$ cat src/design/gbns_pkg.sv
`timescale 1ns / 1ps
// ---------------------------------------------------------------------------
// gbns_pkg
// Shared constants, codes, types and helpers of the go-back-n sender.
// ---------------------------------------------------------------------------
package gbns_pkg;

    localparam int PAYLOAD_BYTES  = 1024;
    localparam int WINDOW_PACKETS = 5;
    localparam int SEQ_LIMIT      = 30720;

    localparam int MAX_RESULTS = 8;
    localparam int MAX_COUNT   = 32766;

    localparam int SEQ_W   = 15;
    localparam int SUM_W   = SEQ_W + 2;
    localparam int IDX_W   = 15;
    localparam int SIZE_W  = 24;
    localparam int PAY_W   = 11;
    localparam int PAY_SH  = $clog2(PAYLOAD_BYTES);
    localparam int CNT_W   = $clog2(MAX_RESULTS + 1);
    localparam int IN_TDATA_W  = 48;
    localparam int OUT_TDATA_W = 64;

    localparam logic [IDX_W-1:0] INDEX_MAX = {IDX_W{1'b1}};

    // input kinds
    localparam logic [1:0] KIND_START   = 2'd0;
    localparam logic [1:0] KIND_PACKET  = 2'd1;
    localparam logic [1:0] KIND_TIMEOUT = 2'd2;
    localparam logic [1:0] KIND_UNUSED  = 2'd3;

    // result status codes
    localparam logic [1:0] STATUS_LAST = 2'd0;
    localparam logic [1:0] STATUS_MORE = 2'd1;
    localparam logic [1:0] STATUS_CTRL = 2'd2;

    // configuration register indexes
    localparam logic CFG_SERVER_SEQ = 1'b0;
    localparam logic CFG_CLIENT_SEQ = 1'b1;

    typedef enum logic [2:0] {
        ST_IDLE,
        ST_EVAL,
        ST_FIN_ACK,
        ST_FIN_FIN,
        ST_FILL
    } state_t;

    typedef struct packed {
        logic load_in;
        logic apply;
        logic emit_fin_ack;
        logic emit_fin_fin;
        logic emit_data;
    } cmd_t;

    typedef struct packed {
        logic evt_fin;
        logic fill_ok;
        logic last_data;
        logic out_free;
    } stat_t;

    // sum wrap: values above the limit fold back by one limit
    function automatic logic [SEQ_W-1:0] seq_wrap(input logic [SUM_W-1:0] s);
        logic [SUM_W-1:0] r;
        r = s;
        if (s > SUM_W'(SEQ_LIMIT)) begin
            r = s - SUM_W'(SEQ_LIMIT);
        end
        return r[SEQ_W-1:0];
    endfunction

endpackage

$ cat src/design/gbns_ctrl.sv
`timescale 1ns / 1ps
// ---------------------------------------------------------------------------
// gbns_ctrl
// Sequencer: takes one request, applies it, then emits control or data
// headers one at a time into the output register.
// ---------------------------------------------------------------------------
module gbns_ctrl (
    input  logic             aclk,
    input  logic             aresetn,
    input  logic             s_tvalid,
    output logic             s_tready,
    input  gbns_pkg::stat_t  stat,
    output gbns_pkg::cmd_t   cmd
);

    gbns_pkg::state_t state_reg, state_next;

    always_ff @(posedge aclk) begin
        if (!aresetn) begin
            state_reg <= gbns_pkg::ST_IDLE;
        end else begin
            state_reg <= state_next;
        end
    end

    always_comb begin
        state_next = state_reg;
        cmd        = '0;
        s_tready   = 1'b0;
        unique case (state_reg)
            gbns_pkg::ST_IDLE: begin
                // no request is taken while reset is held
                s_tready = aresetn;
                if (s_tvalid && aresetn) begin
                    cmd.load_in = 1'b1;
                    state_next  = gbns_pkg::ST_EVAL;
                end
            end
            gbns_pkg::ST_EVAL: begin
                cmd.apply  = 1'b1;
                state_next = stat.evt_fin ? gbns_pkg::ST_FIN_ACK : gbns_pkg::ST_FILL;
            end
            gbns_pkg::ST_FIN_ACK: begin
                if (stat.out_free) begin
                    cmd.emit_fin_ack = 1'b1;
                    state_next       = gbns_pkg::ST_FIN_FIN;
                end
            end
            gbns_pkg::ST_FIN_FIN: begin
                if (stat.out_free) begin
                    cmd.emit_fin_fin = 1'b1;
                    state_next       = gbns_pkg::ST_IDLE;
                end
            end
            gbns_pkg::ST_FILL: begin
                if (!stat.fill_ok) begin
                    state_next = gbns_pkg::ST_IDLE;
                end else if (stat.out_free) begin
                    cmd.emit_data = 1'b1;
                    if (stat.last_data) begin
                        state_next = gbns_pkg::ST_IDLE;
                    end
                end
            end
            default: begin
                state_next = gbns_pkg::ST_IDLE;
            end
        endcase
    end

endmodule

$ cat src/design/gbns_dpath.sv
`timescale 1ns / 1ps
// ---------------------------------------------------------------------------
// gbns_dpath
// Window state, sequence registers, request latch and result register.
// ---------------------------------------------------------------------------
module gbns_dpath (
    input  logic                                  aclk,
    input  logic                                  aresetn,
    input  logic                                  cfg_we,
    input  logic                                  cfg_addr,
    input  logic [gbns_pkg::SEQ_W-1:0]            cfg_wdata,
    input  logic [gbns_pkg::IN_TDATA_W-1:0]       s_tdata,
    input  logic [1:0]                            s_tuser,
    output logic                                  m_tvalid,
    input  logic                                  m_tready,
    output logic [gbns_pkg::OUT_TDATA_W-1:0]      m_tdata,
    output logic [1:0]                            m_tuser,
    output logic                                  m_tlast,
    input  gbns_pkg::cmd_t                        cmd,
    output gbns_pkg::stat_t                       stat
);

    localparam int SEQ_W = gbns_pkg::SEQ_W;
    localparam int SUM_W = gbns_pkg::SUM_W;
    localparam int IDX_W = gbns_pkg::IDX_W;
    localparam int PAY_W = gbns_pkg::PAY_W;
    localparam int PAY_SH = gbns_pkg::PAY_SH;
    localparam int CNT_W = gbns_pkg::CNT_W;
    localparam int SIZE_W = gbns_pkg::SIZE_W;

    // configuration registers
    logic [SEQ_W-1:0] srv_seq_reg, srv_seq_next;
    logic [SEQ_W-1:0] cli_seq_reg, cli_seq_next;

    // window state
    logic             active_reg, active_next;
    logic [IDX_W-1:0] base_idx_reg, base_idx_next;
    logic [IDX_W-1:0] next_idx_reg, next_idx_next;
    logic [IDX_W-1:0] total_reg, total_next;
    logic [PAY_W-1:0] tail_reg, tail_next;
    logic [SEQ_W-1:0] base_seq_reg, base_seq_next;
    logic [SEQ_W-1:0] next_seq_reg, next_seq_next;
    logic [CNT_W-1:0] run_cnt_reg, run_cnt_next;

    // request latch
    logic [1:0]        kind_reg;
    logic [SIZE_W-1:0] fsize_reg;
    logic              ackf_reg;
    logic              finf_reg;
    logic [SEQ_W-1:0]  ackn_reg;

    // result register
    logic             m_valid_reg, m_valid_next;
    logic [SEQ_W-1:0] m_seq_reg, m_seq_next;
    logic [SEQ_W-1:0] m_ack_reg, m_ack_next;
    logic             m_abit_reg, m_abit_next;
    logic             m_fbit_reg, m_fbit_next;
    logic [1:0]       m_status_reg, m_status_next;
    logic [PAY_W-1:0] m_size_reg, m_size_next;
    logic [IDX_W-1:0] m_index_reg, m_index_next;
    logic             m_last_reg, m_last_next;

    // derived values
    logic [SEQ_W-1:0]  expect_seq;
    logic              ack_match;
    logic [SEQ_W-1:0]  cli_plus;
    logic [SEQ_W-1:0]  srv_plus;
    logic [SEQ_W-1:0]  next_seq_plus;
    logic [IDX_W:0]    window_end;
    logic [IDX_W:0]    next_idx_inc;
    logic              tail_pkt;
    logic [PAY_SH-1:0] rem;
    logic              rem_nz;
    logic [SIZE_W:0]   cnt_wide;
    logic              cnt_sat;
    logic [IDX_W-1:0]  cnt;

    assign expect_seq    = gbns_pkg::seq_wrap(SUM_W'(base_seq_reg)
                                              + SUM_W'(gbns_pkg::PAYLOAD_BYTES));
    assign ack_match     = ackf_reg && (ackn_reg == expect_seq);
    assign cli_plus      = gbns_pkg::seq_wrap(SUM_W'(cli_seq_reg) + SUM_W'(1));
    assign srv_plus      = gbns_pkg::seq_wrap(SUM_W'(srv_seq_reg) + SUM_W'(1));
    assign next_seq_plus = gbns_pkg::seq_wrap(SUM_W'(next_seq_reg)
                                              + SUM_W'(gbns_pkg::PAYLOAD_BYTES));
    assign window_end    = {1'b0, base_idx_reg} + (IDX_W+1)'(gbns_pkg::WINDOW_PACKETS);
    assign next_idx_inc  = {1'b0, next_idx_reg} + (IDX_W+1)'(1);
    assign tail_pkt      = (next_idx_reg == total_reg);

    // packet count of a new transfer, rounded up and saturated
    assign rem      = fsize_reg[PAY_SH-1:0];
    assign rem_nz   = (rem != '0);
    assign cnt_wide = (SIZE_W+1)'(fsize_reg >> PAY_SH) + (SIZE_W+1)'(rem_nz);
    assign cnt_sat  = (cnt_wide > (SIZE_W+1)'(gbns_pkg::MAX_COUNT));
    assign cnt      = cnt_sat ? IDX_W'(gbns_pkg::MAX_COUNT) : cnt_wide[IDX_W-1:0];

    always_comb begin
        stat.evt_fin  = (kind_reg == gbns_pkg::KIND_PACKET) && active_reg
                        && !ack_match && finf_reg;
        stat.fill_ok  = active_reg && (kind_reg != gbns_pkg::KIND_UNUSED)
                        && (next_idx_reg <= total_reg)
                        && ({1'b0, next_idx_reg} < window_end)
                        && (run_cnt_reg < CNT_W'(gbns_pkg::MAX_RESULTS));
        stat.last_data = (run_cnt_reg == CNT_W'(gbns_pkg::MAX_RESULTS - 1))
                        || (next_idx_inc > {1'b0, total_reg})
                        || (next_idx_inc >= window_end);
        stat.out_free = !m_valid_reg || m_tready;
    end

    always_comb begin
        srv_seq_next  = srv_seq_reg;
        cli_seq_next  = cli_seq_reg;
        active_next   = active_reg;
        base_idx_next = base_idx_reg;
        next_idx_next = next_idx_reg;
        total_next    = total_reg;
        tail_next     = tail_reg;
        base_seq_next = base_seq_reg;
        next_seq_next = next_seq_reg;
        run_cnt_next  = run_cnt_reg;

        m_valid_next  = m_valid_reg && !m_tready;
        m_seq_next    = m_seq_reg;
        m_ack_next    = m_ack_reg;
        m_abit_next   = m_abit_reg;
        m_fbit_next   = m_fbit_reg;
        m_status_next = m_status_reg;
        m_size_next   = m_size_reg;
        m_index_next  = m_index_reg;
        m_last_next   = m_last_reg;

        if (cfg_we) begin
            if (cfg_addr == gbns_pkg::CFG_SERVER_SEQ) begin
                srv_seq_next = cfg_wdata;
            end else begin
                cli_seq_next = cfg_wdata;
            end
        end

        if (cmd.load_in) begin
            run_cnt_next = '0;
        end

        if (cmd.apply) begin
            unique case (kind_reg)
                gbns_pkg::KIND_START: begin
                    total_next    = cnt;
                    if (cnt == '0) begin
                        tail_next = '0;
                    end else if (rem_nz && !cnt_sat) begin
                        tail_next = PAY_W'(rem);
                    end else begin
                        tail_next = PAY_W'(gbns_pkg::PAYLOAD_BYTES);
                    end
                    active_next   = 1'b1;
                    base_idx_next = IDX_W'(1);
                    next_idx_next = IDX_W'(1);
                    base_seq_next = gbns_pkg::seq_wrap(SUM_W'(srv_seq_reg));
                    next_seq_next = gbns_pkg::seq_wrap(SUM_W'(srv_seq_reg));
                end
                gbns_pkg::KIND_PACKET: begin
                    if (active_reg) begin
                        priority if (ack_match) begin
                            if (base_idx_reg < gbns_pkg::INDEX_MAX) begin
                                base_idx_next = base_idx_reg + IDX_W'(1);
                                base_seq_next = expect_seq;
                            end
                        end else if (finf_reg) begin
                            active_next = 1'b0;
                        end else begin
                            next_idx_next = base_idx_reg;
                            next_seq_next = base_seq_reg;
                        end
                    end
                end
                gbns_pkg::KIND_TIMEOUT: begin
                    if (active_reg) begin
                        next_idx_next = base_idx_reg;
                        next_seq_next = base_seq_reg;
                    end
                end
                default: begin
                end
            endcase
        end

        if (cmd.emit_fin_ack) begin
            cli_seq_next  = cli_plus;
            m_valid_next  = 1'b1;
            m_seq_next    = srv_seq_reg;
            m_ack_next    = cli_plus;
            m_abit_next   = 1'b1;
            m_fbit_next   = 1'b0;
            m_status_next = gbns_pkg::STATUS_CTRL;
            m_size_next   = '0;
            m_index_next  = '0;
            m_last_next   = 1'b0;
        end

        if (cmd.emit_fin_fin) begin
            srv_seq_next  = srv_plus;
            m_valid_next  = 1'b1;
            m_seq_next    = srv_plus;
            m_ack_next    = cli_seq_reg;
            m_abit_next   = 1'b0;
            m_fbit_next   = 1'b1;
            m_status_next = gbns_pkg::STATUS_CTRL;
            m_size_next   = '0;
            m_index_next  = '0;
            m_last_next   = 1'b1;
        end

        if (cmd.emit_data) begin
            m_valid_next  = 1'b1;
            m_seq_next    = next_seq_reg;
            m_ack_next    = cli_plus;
            m_abit_next   = 1'b1;
            m_fbit_next   = 1'b0;
            m_status_next = tail_pkt ? gbns_pkg::STATUS_LAST : gbns_pkg::STATUS_MORE;
            m_size_next   = tail_pkt ? tail_reg : PAY_W'(gbns_pkg::PAYLOAD_BYTES);
            m_index_next  = next_idx_reg;
            m_last_next   = stat.last_data;
            next_idx_next = next_idx_inc[IDX_W-1:0];
            next_seq_next = next_seq_plus;
            run_cnt_next  = run_cnt_reg + CNT_W'(1);
        end
    end

    always_ff @(posedge aclk) begin
        if (!aresetn) begin
            srv_seq_reg  <= '0;
            cli_seq_reg  <= '0;
            active_reg   <= 1'b0;
            base_idx_reg <= IDX_W'(1);
            next_idx_reg <= IDX_W'(1);
            total_reg    <= '0;
            tail_reg     <= '0;
            base_seq_reg <= '0;
            next_seq_reg <= '0;
            run_cnt_reg  <= '0;
            m_valid_reg  <= 1'b0;
        end else begin
            srv_seq_reg  <= srv_seq_next;
            cli_seq_reg  <= cli_seq_next;
            active_reg   <= active_next;
            base_idx_reg <= base_idx_next;
            next_idx_reg <= next_idx_next;
            total_reg    <= total_next;
            tail_reg     <= tail_next;
            base_seq_reg <= base_seq_next;
            next_seq_reg <= next_seq_next;
            run_cnt_reg  <= run_cnt_next;
            m_valid_reg  <= m_valid_next;
        end
    end

    // payload registers
    always_ff @(posedge aclk) begin
        if (cmd.load_in) begin
            kind_reg  <= s_tuser;
            fsize_reg <= s_tdata[SIZE_W-1:0];
            ackf_reg  <= s_tdata[SIZE_W];
            finf_reg  <= s_tdata[SIZE_W+1];
            ackn_reg  <= s_tdata[SIZE_W+2 +: SEQ_W];
        end
        m_seq_reg    <= m_seq_next;
        m_ack_reg    <= m_ack_next;
        m_abit_reg   <= m_abit_next;
        m_fbit_reg   <= m_fbit_next;
        m_status_reg <= m_status_next;
        m_size_reg   <= m_size_next;
        m_index_reg  <= m_index_next;
        m_last_reg   <= m_last_next;
    end

    assign m_tvalid = m_valid_reg;
    assign m_tuser  = m_status_reg;
    assign m_tlast  = m_last_reg;
    assign m_tdata  = {6'd0, m_index_reg, m_size_reg, m_fbit_reg, m_abit_reg,
                       m_ack_reg, m_seq_reg};

endmodule

$ cat src/design/go_back_n_sender.sv
`timescale 1ns / 1ps
// ---------------------------------------------------------------------------
// go_back_n_sender
// Go-back-n sender controller: window and header generation for one file.
// ---------------------------------------------------------------------------
// s_ channel takes requests: start (file size), received packet, timeout.
// m_ channel gives packet headers; tlast marks the final header caused by
// one request. A request causes at most eight headers.
// Requests are taken one at a time: s_tready is high only while the
// sequencer is idle. After acceptance the evaluate state applies the
// request to the window state, then headers leave one per cycle through
// a single output register when the receiver does not stall.
// The output register frees in the cycle it is taken, so headers stream
// back to back while m_tready stays high; when the receiver stalls, the
// sequencer holds until the register is taken.
// The cfg_ port writes the server and client sequence registers; write it
// only while no request is in flight.
// Synchronous active-low reset clears the window state, the sequence
// registers and the output valid; s_tready stays low while reset is held.
// ---------------------------------------------------------------------------
module go_back_n_sender (
    input  logic                              aclk,
    input  logic                              aresetn,
    input  logic                              cfg_we,
    input  logic                              cfg_addr,
    input  logic [gbns_pkg::SEQ_W-1:0]        cfg_wdata,
    input  logic                              s_tvalid,
    output logic                              s_tready,
    // byte_count[23:0], ack_flag[24], fin_flag[25], ack_number[40:26]
    input  logic [gbns_pkg::IN_TDATA_W-1:0]   s_tdata,
    // kind[1:0]
    input  logic [1:0]                        s_tuser,
    output logic                              m_tvalid,
    input  logic                              m_tready,
    // seq_number[14:0], ack_number_out[29:15], ack_bit[30], fin_bit[31],
    // payload_size[42:32], packet_index[57:43]
    output logic [gbns_pkg::OUT_TDATA_W-1:0]  m_tdata,
    // status[1:0]
    output logic [1:0]                        m_tuser,
    output logic                              m_tlast
);

    gbns_pkg::cmd_t  cmd;
    gbns_pkg::stat_t stat;

    gbns_ctrl u_ctrl (
        .aclk     (aclk),
        .aresetn  (aresetn),
        .s_tvalid (s_tvalid),
        .s_tready (s_tready),
        .stat     (stat),
        .cmd      (cmd)
    );

    gbns_dpath u_dpath (
        .aclk      (aclk),
        .aresetn   (aresetn),
        .cfg_we    (cfg_we),
        .cfg_addr  (cfg_addr),
        .cfg_wdata (cfg_wdata),
        .s_tdata   (s_tdata),
        .s_tuser   (s_tuser),
        .m_tvalid  (m_tvalid),
        .m_tready  (m_tready),
        .m_tdata   (m_tdata),
        .m_tuser   (m_tuser),
        .m_tlast   (m_tlast),
        .cmd       (cmd),
        .stat      (stat)
    );

    // a header is only loaded when the output register is free
    assert property (@(posedge aclk) disable iff (!aresetn)
        (cmd.emit_fin_ack || cmd.emit_fin_fin || cmd.emit_data) |-> stat.out_free)
        else $error("header loaded into a full output register");

    // data headers only inside the window and the file
    assert property (@(posedge aclk) disable iff (!aresetn)
        cmd.emit_data |-> stat.fill_ok)
        else $error("data header outside the window");

    // one request in flight at a time
    assert property (@(posedge aclk) disable iff (!aresetn)
        (s_tvalid && s_tready) |=> !s_tready)
        else $error("second request taken while busy");

    assert property (@(posedge aclk) disable iff (!aresetn)
        $onehot0({cmd.load_in, cmd.apply, cmd.emit_fin_ack, cmd.emit_fin_fin,
                  cmd.emit_data}))
        else $error("conflicting sequencer commands");

endmodule

$ cat config.mk
export PLATFORM = sky130hd
export DESIGN_NAME = go_back_n_sender
export DESIGN_NICKNAME = d
export VERILOG_FILES = /design/src/design/gbns_pkg.sv /design/src/design/gbns_ctrl.sv /design/src/design/gbns_dpath.sv /design/src/design/go_back_n_sender.sv
export SDC_FILE = /design/constraint.sdc
export NUM_CORES = 1
export LEC_CHECK = 0
export ABC_AREA = 1
export BUFFER_PORTS_ARGS = -buffer_cell sky130_fd_sc_hd__buf_2
export CAP_MARGIN = 40
export CORE_MARGIN = 1.5
export CORE_UTILIZATION = 30
export DETAILED_ROUTE_END_ITERATION = 16
export MAX_ROUTING_LAYER = met4
export RECOVER_POWER = 50
export SYNTH_ARGS = -nofsm -noshare
export SYNTH_HDL_FRONTEND = slang
export SYNTH_SLANG_ARGS = --single-unit
$ cat constraint.sdc
create_clock -name aclk -period 5.2 [get_ports aclk]
set_input_delay 0.52 -clock aclk [delete_from_list [all_inputs] [get_ports aclk]]
set_output_delay 0.52 -clock aclk [all_outputs]
set_load 0.02 [all_outputs]
==> flow_metrics.tcl, run 1 <==
set metrics [dict create \
    maxSlewHeadroom_pct -123 \
    cellInternalPower_mw 3.51 \
    io_pins 140 \
    clock_path_buffers 3 \
    largest_reg_flops 24 \
    die_y_um 216 \
    start_util_pct 30.6 \
    antenna_found_initial 2 \
    start_kind "input pin" \
    seq_area_sq_um 5610 \
    fin_nets 2073 \
    use_met1_pct 23.2 \
    synthCells 1817 \
    outcome "finished with violations" \
    r2r-end "u_dpath.m_index_reg[2]$_SDFFCE_PN0P_" \
    synth-seq-area-share_pct 41.1 \
    tns_ns 0 \
    tightest_slew_ns 3.34 \
    synth_common_cells "nand2_1 (430), inv_1 (220), nor2_1 (190)" \
    crit_slowest_cell "clkbuf_1" \
    r2r_start "u_dpath.base_idx_reg[0]$_SDFFE_PN1P_" \
    drv_cap 1 \
    synth_area_leaders "edfxtp_1 (22%), dfxtp_1 (19%), nand2_1 (12%)" \
    holdPathEnd "u_dpath.ackn_reg[7]$_DFFE_PP_" \
    timing.fmax_mhz 240 \
    synth.most_common_cell "nand2_1" \
    die_x_um 216 \
    max_stage_delay_ns 2.31 \
    row_count 77 \
    wirelength_um 38800 \
    synth_cell_type_count 46 \
    hold_viol 0 \
    max-vdd-ir-drop_mv 0.245 \
    path_max_fanout 69 \
    whs_path_depth 1 \
    p_leak_nw 6.59 \
    cts_setup_buffers 0 \
    critPathKind "in -> out" \
    syn_area_per_cell_sq_um 7.51 \
    cp-startpoint "aresetn" \
    avgRoutedWirePerCell_um 15.3 \
    reg2reg_depth 19 \
    synth_largest_area_cell "edfxtp_1" \
    min_path_type "in -> reg" \
    maxSlewViolCount 70 \
    synthFlopType "dfxtp_1" \
    clkTransAtPathRegs_ns 0.06 \
    p_switching_mw 1.31 \
    vias 12200 \
    power_frac_clock_pct 45.0 \
    power_frac_seq_pct 42.0 \
    post-dp-hpwl_um 29100 \
    min-delay-start "s_tdata[33]" \
    grt-ovfl-total 0 \
    async_flop_share_pct 0 \
    yosysTopAreaCellShare_pct 22.4 \
    cts_hold_buf 0 \
    grt_util_met2_pct 25.9 \
    multi_input_area_sq_um 6860 \
    gp_congestion 0.906 \
    cts_resized 0 \
    fin_area_sq_um 15800 \
    grt_usage_pct 16.9 \
    dieArea_sq_um 46800 \
    drc 0 \
    rsz0062_at_grt "no" \
    synth-seq-cells 229 \
    area_growth_pct 15.5 \
    grt_pass1_vias 11600 \
    grt_pass1_wl_um 61800 \
    cts_buffers 29 \
    synth.cell_area_sq_um 13700 \
    finalSetupViolCount 0 \
    cts_tree "yes" \
    arrival_ns 3.65 \
    powerDensity_nw_per_um2 305 \
    power_frac_comb_pct 13.0 \
    path_cells "buf_2 -> clkbuf_1 -> inv_1 -> nor2_1 -> clkbuf_1" \
    core_region_area_sq_um 44600 \
    path_common_cell "clkbuf_1" \
    fill_cells 4692 \
    grt_max_degree 70 \
    cts-htree-levels 1 \
    violations "max-capacitance violations, max-slew violations" \
    grtUsageMet3_pct 2.55 \
    period_minus_slack_ns 4.17 \
    drive_above_1_share_pct 7.87 \
    root_buffer "clkbuf_16" \
    io_buffers 126 \
    ant_nets 0 \
    sw_frac_of_total_pct 27.1 \
    clock-sinks 229 \
    insertion_delay_ns 0.58 \
    grt.busiest_layer "met2" \
    yosysWarnings 0 \
    endpoint_kind "output port" \
    post-route-period-util_pct 80.3 \
    viasPerCell 4.80 \
    place_area_sq_um 14800 \
    drtPass1Iterations 7 \
    fin_worst_skew_ns 0.0265 \
    r2r_slack_ns 1.11 \
    power_mw 4.81 \
    drtIter0Drc 786 \
    cp.required_ns 4.68 \
    synth_edf_count 102 \
]
==> worst max-delay path, delay by kind of cell <==
family	cells	cell delay (ns)
AND/OR/NAND/NOR	1	0.25
buffers and inverters	4	2.87
==> power groups by stage <==
stage          registers [mW]  logic [mW]  clock network [mW]
6_report                 2.02       0.626                2.17
5_1_grt                  2.03       0.721                2.29
4_1_cts                  2.02       0.628                2.22
3_5_place_dp             2.06       0.625                   0
3_3_place_gp             2.05       0.612                   0
2_1_floorplan            2.03       0.461                   0
==> metal layers <==
metal / wire (um) / up-vias
met3: 2360 / 52
met2: 16900 / 377
met5: 0 / -
met4: 864 / 0
met1: 18700 / 5591
li1: - / 6173
==> final cells by class <==
| type | instances | area share [%] |
|---|---|---|
| Timing Repair Buffer | 143 | 4.26 |
| Antenna cell | 2 | 0.0317 |
| Multi-Input combinational cell | 1293 | 43.5 |
| Clock buffer | 39 | 5.10 |
| Clock inverter | 15 | 1.44 |
| Tap cell | 592 | 4.70 |
| Sequential cell | 229 | 35.6 |
| Inverter | 226 | 5.38 |
==> through the flow <==
stage | setup WS (ns) | hold slack, ns | std cells | util [%]
4_1_cts | 1.10 | 0.0859 | 2537 | 35.6
3_5_place_dp | 1.13 | 0.458 | 2483 | 33.3
6_report | 1.03 | 0.112 | 2539 | 35.3
3_3_place_gp | 1.16 | 0.453 | 2482 | 33.2
2_1_floorplan | 1.21 | 0.443 | 1822 | -
5_1_grt | 0.666 | 0.0922 | 2539 | 35.3
==> how the worst max path moves through the flow <==
stage | endpoint | slack (ns) | cells after the start
final | s_tready | 1.03 | 5
after global routing | u_dpath.fsize_reg[23]$_DFFE_PP_ | 0.67 | 7
after CTS | u_dpath.m_size_reg[1]$_SDFFCE_PN0P_ | 1.10 | 19
after detailed placement | u_dpath.m_index_reg[2]$_SDFFCE_PN0P_ | 1.13 | 18
after global placement | u_dpath.m_index_reg[3]$_SDFFCE_PN0P_ | 1.16 | 18
after floorplan | u_dpath.m_ack_reg[0]$_DFFE_PP_ | 1.21 | 18
==> cells by family after synthesis <==
kind of cell               share of synthesized area [%]
muxes                                              0.147
AOI/OAI and AO/OA                                   10.7
DFF                                                 41.1
buffers and inverters                               8.84
adders and majority gates                           7.33
other                                             0.0275
and+or+nand+nor                                     26.6
xor gates and xnor gates                            5.26
==> placed cells by master, fill, tap and decap left out, drive strengths merged, types with 27 or more instances in the layout <==
master,count
dfxtp,127
inv,225
ha,80
buf,71
nand3,136
nand2,435
nor3,31
xor2,76
nor2,195
o21ai,115
a21oi,101
nand4,27
clkbuf,111
edfxtp,102
Power figures use the tool's default switching activity.
==> run 2, diff against run 1 <==
- ABC_AREA: 1 -> 0
- clock period: 5.2 -> 4.05 ns (I/O delays scaled with it)
==> run 2 against run 1 <==
Effect of this change:
- the flow now finishes without violations
- first-iteration DRC count decreased by 0.25%
- combinational power shrank 16%
- via count decreased by 5.0%
- power up 18%
- wire length decreased by 3.8%
- final cell count is 12% lower
- synthesized cell count is 17% lower
- largest cell class unchanged
- highest routed layer unchanged
==> flow_metrics.tcl, run 2 <==
set metrics [dict create \
    row_count 77 \
    max_stage_delay_ns 0.54 \
    synthCells 1502 \
    crit_buf_inv 0 \
    powerDensity_nw_per_um2 357 \
    post-dp-hpwl_um 27800 \
    final_common_cell "nand2_1" \
    ant_nets 0 \
    grt_pass1_wl_um 61100 \
    avgRoutedWirePerCell_um 16.7 \
    power_frac_seq_pct 45.1 \
    drive_above_1_share_pct 10.0 \
    grt-ovfl-total 0 \
    start_util_pct 30.4 \
    fin_worst_skew_ns 0.0453 \
    period_minus_slack_ns 3.67 \
    wirelength_um 37300 \
    cp-startpoint "u_dpath.fsize_reg[0]$_DFFE_PP_" \
    clkTransAtPathRegs_ns 0.05 \
    synthFlopType "dfxtp_1" \
    root_buffer "clkbuf_16" \
    sw_frac_of_total_pct 24.8 \
    outcome "complete, no violations" \
    place_area_sq_um 14800 \
    drtIter0Drc 784 \
    tightest_slew_ns 1.39 \
    post-route-period-util_pct 90.7 \
    synth_area_leaders "edfxtp_1 (23%), dfxtp_1 (19%), ha_1 (7.4%)" \
    critPathKind "reg -> reg" \
    io_pins 140 \
    synth_cell_type_count 81 \
    viasPerCell 5.19 \
    yosysTopAreaCellShare_pct 22.7 \
    p_switching_mw 1.41 \
    layout_common_cells "nand2_1 (159), nor2_1 (129), dfxtp_1 (127)" \
    antenna_found_initial 1 \
    area_growth_pct 17.6 \
    clock_path_buffers 3 \
    synth_largest_area_cell "edfxtp_1" \
    setup_slack_ns 0.377 \
    vias 11600 \
    path_max_fanout 10 \
    grt_usage_pct 16.5 \
    grt_max_degree 60 \
    power_mw 5.67 \
    place_ws_ns 0.409 \
    cts_tree "yes" \
    core_region_area_sq_um 44300 \
    power_frac_clock_pct 45.7 \
    drtPass1Iterations 5 \
    cts_buffers 28 \
    io_buffers 126 \
    synth_common_cells "nand2_1 (160), nor2_1 (129), dfxtp_1 (127)" \
    path_cells "nor4_1 -> nand3_1 -> ha_1 -> ha_1 -> or3_1 -> a211oi_1 -> o2111ai_1 -> nor4b_1 -> nor2_1 -> a32oi_1 -> nor2_1" \
    grt_pass1_vias 11300 \
    crit_slowest_cell "nor4b_1" \
    gp_congestion 0.898 \
    fin_nets 1768 \
    arrival_ns 4.11 \
    r2r_start "u_dpath.fsize_reg[0]$_DFFE_PP_" \
    synth.cell_area_sq_um 13500 \
    drc 0 \
    die_y_um 215 \
    tns_ns 0 \
    synth_edf_count 102 \
    endpoint_kind "flop" \
    syn_area_per_cell_sq_um 8.98 \
    maxSlewHeadroom_pct 7.40 \
    async_flop_share_pct 0 \
    max-vdd-ir-drop_mv 0.169 \
    die_x_um 215 \
    fin_area_sq_um 15900 \
    dieArea_sq_um 46300 \
    hold_viol 0 \
    finalSetupViolCount 0 \
    largest_reg_flops 24 \
    timing.fmax_mhz 272 \
    drv_cap 0 \
    cts_setup_buffers 0 \
    start_kind "flop" \
    yosysWarnings 0 \
    synth-seq-area-share_pct 41.5 \
    p_leak_nw 5.79 \
    cpLargestDelayFamily "simple AND/OR/NAND/NOR gates" \
    cts-htree-levels 1 \
    rsz0062_at_grt "no" \
    min_path_type "in -> reg" \
    power_frac_comb_pct 9.3 \
    min-delay-start "s_tdata[3]" \
    clock-sinks 229 \
    maxSlewViolCount 0 \
    hold-worst-slack_ns 0.0290 \
    synth.most_common_cell "nand2_1" \
    synth-seq-cells 229 \
    cellInternalPower_mw 4.26 \
    cp.required_ns 4.48 \
    insertion_delay_ns 0.59 \
]
[run 2: layout make-up]
cell class	instances	area [sq um]
multi-input cells	1114	7250
inverters	53	199
flip-flops and latches	229	5610
clock inverters	16	208
clock buffers	36	751
repair buffers	191	1100
diodes	1	2.50
well taps	592	741
fillers	4557	28500
[run 2: stage by stage]
stage | util (%) | instances
floorplan | - | 1507
global placement | 33.4 | 2160
detailed placement | 33.5 | 2161
CTS | 36.0 | 2231
global route | 35.8 | 2232
finish | 35.8 | 2232
[run 2: worst paths after layout]
kind                                         end  slack (ns)  depth (start not counted)
max             u_dpath.tail_reg[6]$_SDFFE_PN0P_        0.38                         11
min reg2reg  u_dpath.run_cnt_reg[3]$_SDFFE_PN0P_        0.45                          2
min               u_dpath.fsize_reg[3]$_DFFE_PP_        0.03                          1
max reg2reg     u_dpath.tail_reg[6]$_SDFFE_PN0P_        0.38                         11
[run 2: cells by family (layout without fill, tap and decap cells)]
kind of cell,after synthesis,after routing,synth area share [%]
mux,25,25,1.88
buf+inv,164,296,4.93
xor+xnor,87,87,5.65
simple gates,568,568,20.7
compound gates,347,347,17.8
flops,229,229,41.5
other cells,1,7,0.0278
fa+ha+maj,81,81,7.49
[run 2: metal layers]
layer  track usage [%]  vias up  part of all wire [%]
li1                  -     5732                     -
met1              22.0     5506                    46
met2              26.4      291                    46
met3              2.18       53                   5.8
met4              4.01        0                   2.0
met5                 -        -                     0
[run 2: worst register-to-register path, delay by kind of cell (launching register included)]
family | cells | cell delay, ns
DFF | 1 | 0.39
AOI/OAI and AO/OA | 3 | 0.70
and+or+nand+nor | 6 | 1.83
adders and majority gates | 2 | 0.62
[run 2: power groups by stage]
stage | Sequential, mW | Clock, mW | Combinational (mW)
after global placement | 2.60 | 0 | 0.501
after floorplan | 2.55 | 0 | 0.373
after CTS | 2.55 | 2.64 | 0.530
after global routing | 2.56 | 2.74 | 0.590
after detailed placement | 2.60 | 0 | 0.513
final | 2.55 | 2.59 | 0.525
[run 2: what timing repair did]
action / CTS / global route
gates resized for setup: 0 / 0
hold buffers: 18 / 0
hold endpoints to repair: 18 / 0
==> run 3, diff against run 2 <==
- CORE_UTILIZATION: 30 -> 45
==> run 3 against run 2 <==
Effect of this change:
- the flow now finishes with violations (max-capacitance violations, max-slew violations)
- hold slack improved by 0.0012 ns
- utilization up 17 points
- clock skew fell by 0.034 ns
- non-clock buffer count decreased by 19
- register-to-register slack improved by 0.02 ns
- sequential power is essentially flat
- largest cell class unchanged
==> flow_metrics.tcl, run 3 (synthesis results as in run 2) <==
set metrics [dict create \
    drtPass1Iterations 5 \
    gp_congestion 0.906 \
    max_stage_delay_ns 0.42 \
    top_layer_used "met4" \
    critPathKind "reg -> reg" \
    timing.fmax_mhz 274 \
    clkTransAtPathRegs_ns 0.06 \
    power_frac_clock_pct 47.2 \
    drive_above_1_share_pct 10.9 \
    endpoint_kind "flop" \
    cp.required_ns 4.33 \
    wl_met1_um 17400 \
    max-vdd-ir-drop_mv 0.309 \
    start_kind "flop" \
    reg2reg_depth 14 \
    final_common_cell "nand2_1" \
    post-dp-hpwl_um 26000 \
    sw_frac_of_total_pct 23.7 \
    viasPerCell 5.72 \
    clock-sinks 229 \
    post-route-period-util_pct 90.2 \
    hold_viol 0 \
    antenna_found_initial 1 \
    cts_tree "yes" \
    grt-ovfl-total 0 \
    avgRoutedWirePerCell_um 17.7 \
    period_minus_slack_ns 3.65 \
    crit_cells 14 \
    tightest_slew_ns 1.62 \
    cellInternalPower_mw 4.41 \
    dr_wl_met3_um 2300 \
    io_buffers 126 \
    powerDensity_nw_per_um2 373 \
    dieArea_sq_um 31000 \
    tns_ns 0 \
    ant_nets 0 \
    cpLargestDelayFamily "compound AO/OA/AOI/OAI gates" \
    outcome "finished with violations" \
    fin_nets 1748 \
    finalSetupViolCount 0 \
    largest_reg_flops 24 \
    p_leak_nw 5.77 \
    cts_resized 0 \
    insertion_delay_ns 0.54 \
    path_max_fanout 18 \
    whs_path_depth 1 \
    cts_buffers 27 \
    clock_path_buffers 3 \
    min_path_type "in -> reg" \
    fin_worst_skew_ns 0.0112 \
    grt_pass1_wl_um 56500 \
    drc 0 \
    cts_hold_buf 0 \
    io_pins 140 \
    cts_setup_buffers 0 \
    cts-htree-levels 1 \
    utilization_pct 52.4 \
    crit_buf_inv 1 \
    grt_max_degree 69 \
    area_growth_pct 14.9 \
    wirelength_um 35600 \
    grt_pass1_vias 10400 \
    p_switching_mw 1.37 \
    vias 11500 \
    maxSlewHeadroom_pct -8.27 \
    row_count 63 \
    maxSlewViolCount 69 \
    power_frac_seq_pct 44.2 \
    grt_usage_pct 23.4 \
    crit_slowest_cell "o2111ai_1" \
    dr_wl_met2_um 15200 \
    layout_common_cells "nand2_1 (159), nor2_1 (129), dfxtp_1 (127)" \
    drtIter0Drc 1028 \
    arrival_ns 3.94 \
    die_x_um 176 \
    drv_cap 1 \
    path_cells "ha_1 -> o2111ai_1 -> nor2_1 -> xnor2_1 -> ha_1 -> o21a_1 -> o21a_1 -> o21ai_0 -> nor2_1 -> o211ai_1 -> and4_2 -> buf_4 -> o21ai_0 -> a221o_1" \
    power_frac_comb_pct 8.6 \
    root_buffer "clkbuf_16" \
    start_util_pct 45.6 \
    violations "max-capacitance violations, max-slew violations" \
    core_region_area_sq_um 29600 \
    rsz0062_at_grt "no" \
    die_y_um 176 \
]
run 3: cell count changes in the layout (fill, tap and decap cells not counted), sizes merged:
cell	change
bufinv	+2
clkinv	-3
clkbuf	-4
dlygate4sd3	-18
buf	+2
run 3: worst paths after layout:
path,from,endpoint,slack (ns)
worst max-delay path,u_dpath.base_idx_reg[0]$_SDFFE_PN1P_,u_dpath.m_seq_reg[8]$_DFFE_PP_,0.40
worst min-delay path,s_tdata[22],u_dpath.fsize_reg[22]$_DFFE_PP_,0.03
worst max register to register,u_dpath.base_idx_reg[0]$_SDFFE_PN1P_,u_dpath.m_seq_reg[8]$_DFFE_PP_,0.40
worst min register to register,u_dpath.m_abit_reg$_SDFFE_PP1P_,u_dpath.m_abit_reg$_SDFFE_PP1P_,0.45
run 3: per-layer routing:
metal / global-route usage (%) / vias up
met2: 34.3 / 384
li1: - / 5691
met5: - / -
met1: 34.3 / 5379
met4: 5.38 / 0
met3: 2.61 / 45
run 3: area by class of cell:
| type | count | area, sq um |
|---|---|---|
| Timing Repair Buffer | 172 | 942 |
| Fill cell | 2807 | 14100 |
| Antenna cell | 1 | 2.50 |
| Tap cell | 390 | 488 |
| Inverter | 53 | 199 |
| Multi-Input combinational cell | 1114 | 7250 |
| Clock inverter | 15 | 239 |
| Clock buffer | 35 | 776 |
| Sequential cell | 229 | 5610 |
run 3: power groups by stage:
stage / Combinational [mW] / Clock [mW] / Sequential [mW]
6_report: 0.500 / 2.72 / 2.55
5_1_grt: 0.554 / 2.89 / 2.56
4_1_cts: 0.500 / 2.79 / 2.55
3_5_place_dp: 0.497 / 0 / 2.60
3_3_place_gp: 0.486 / 0 / 2.60
2_1_floorplan: 0.373 / 0 / 2.55
run 3: worst reg2reg max path, delay by kind of cell, from the launching register on:
family	cells	cell delay (ns)
AO/OA/AOI/OAI	7	1.40
AND/OR/NAND/NOR	3	0.58
adder cells (fa/ha/maj)	2	0.51
flip-flops	1	0.35
XOR/XNOR	1	0.28
buffers and inverters	1	0.26
run 3: through the flow:
step	std cells	total power [mW]	setup slack [ns]	hold WS (ns)	area [sq um]
2_1_floorplan	1507	2.93	0.0887	0.423	13500
3_3_place_gp	1956	3.08	0.496	0.431	14600
3_5_place_dp	1958	3.10	0.459	0.444	14600
4_1_cts	2008	5.84	0.447	0.00319	15600
5_1_grt	2009	6.01	0.157	0.00680	15500
6_report	2009	5.78	0.395	0.0301	15500
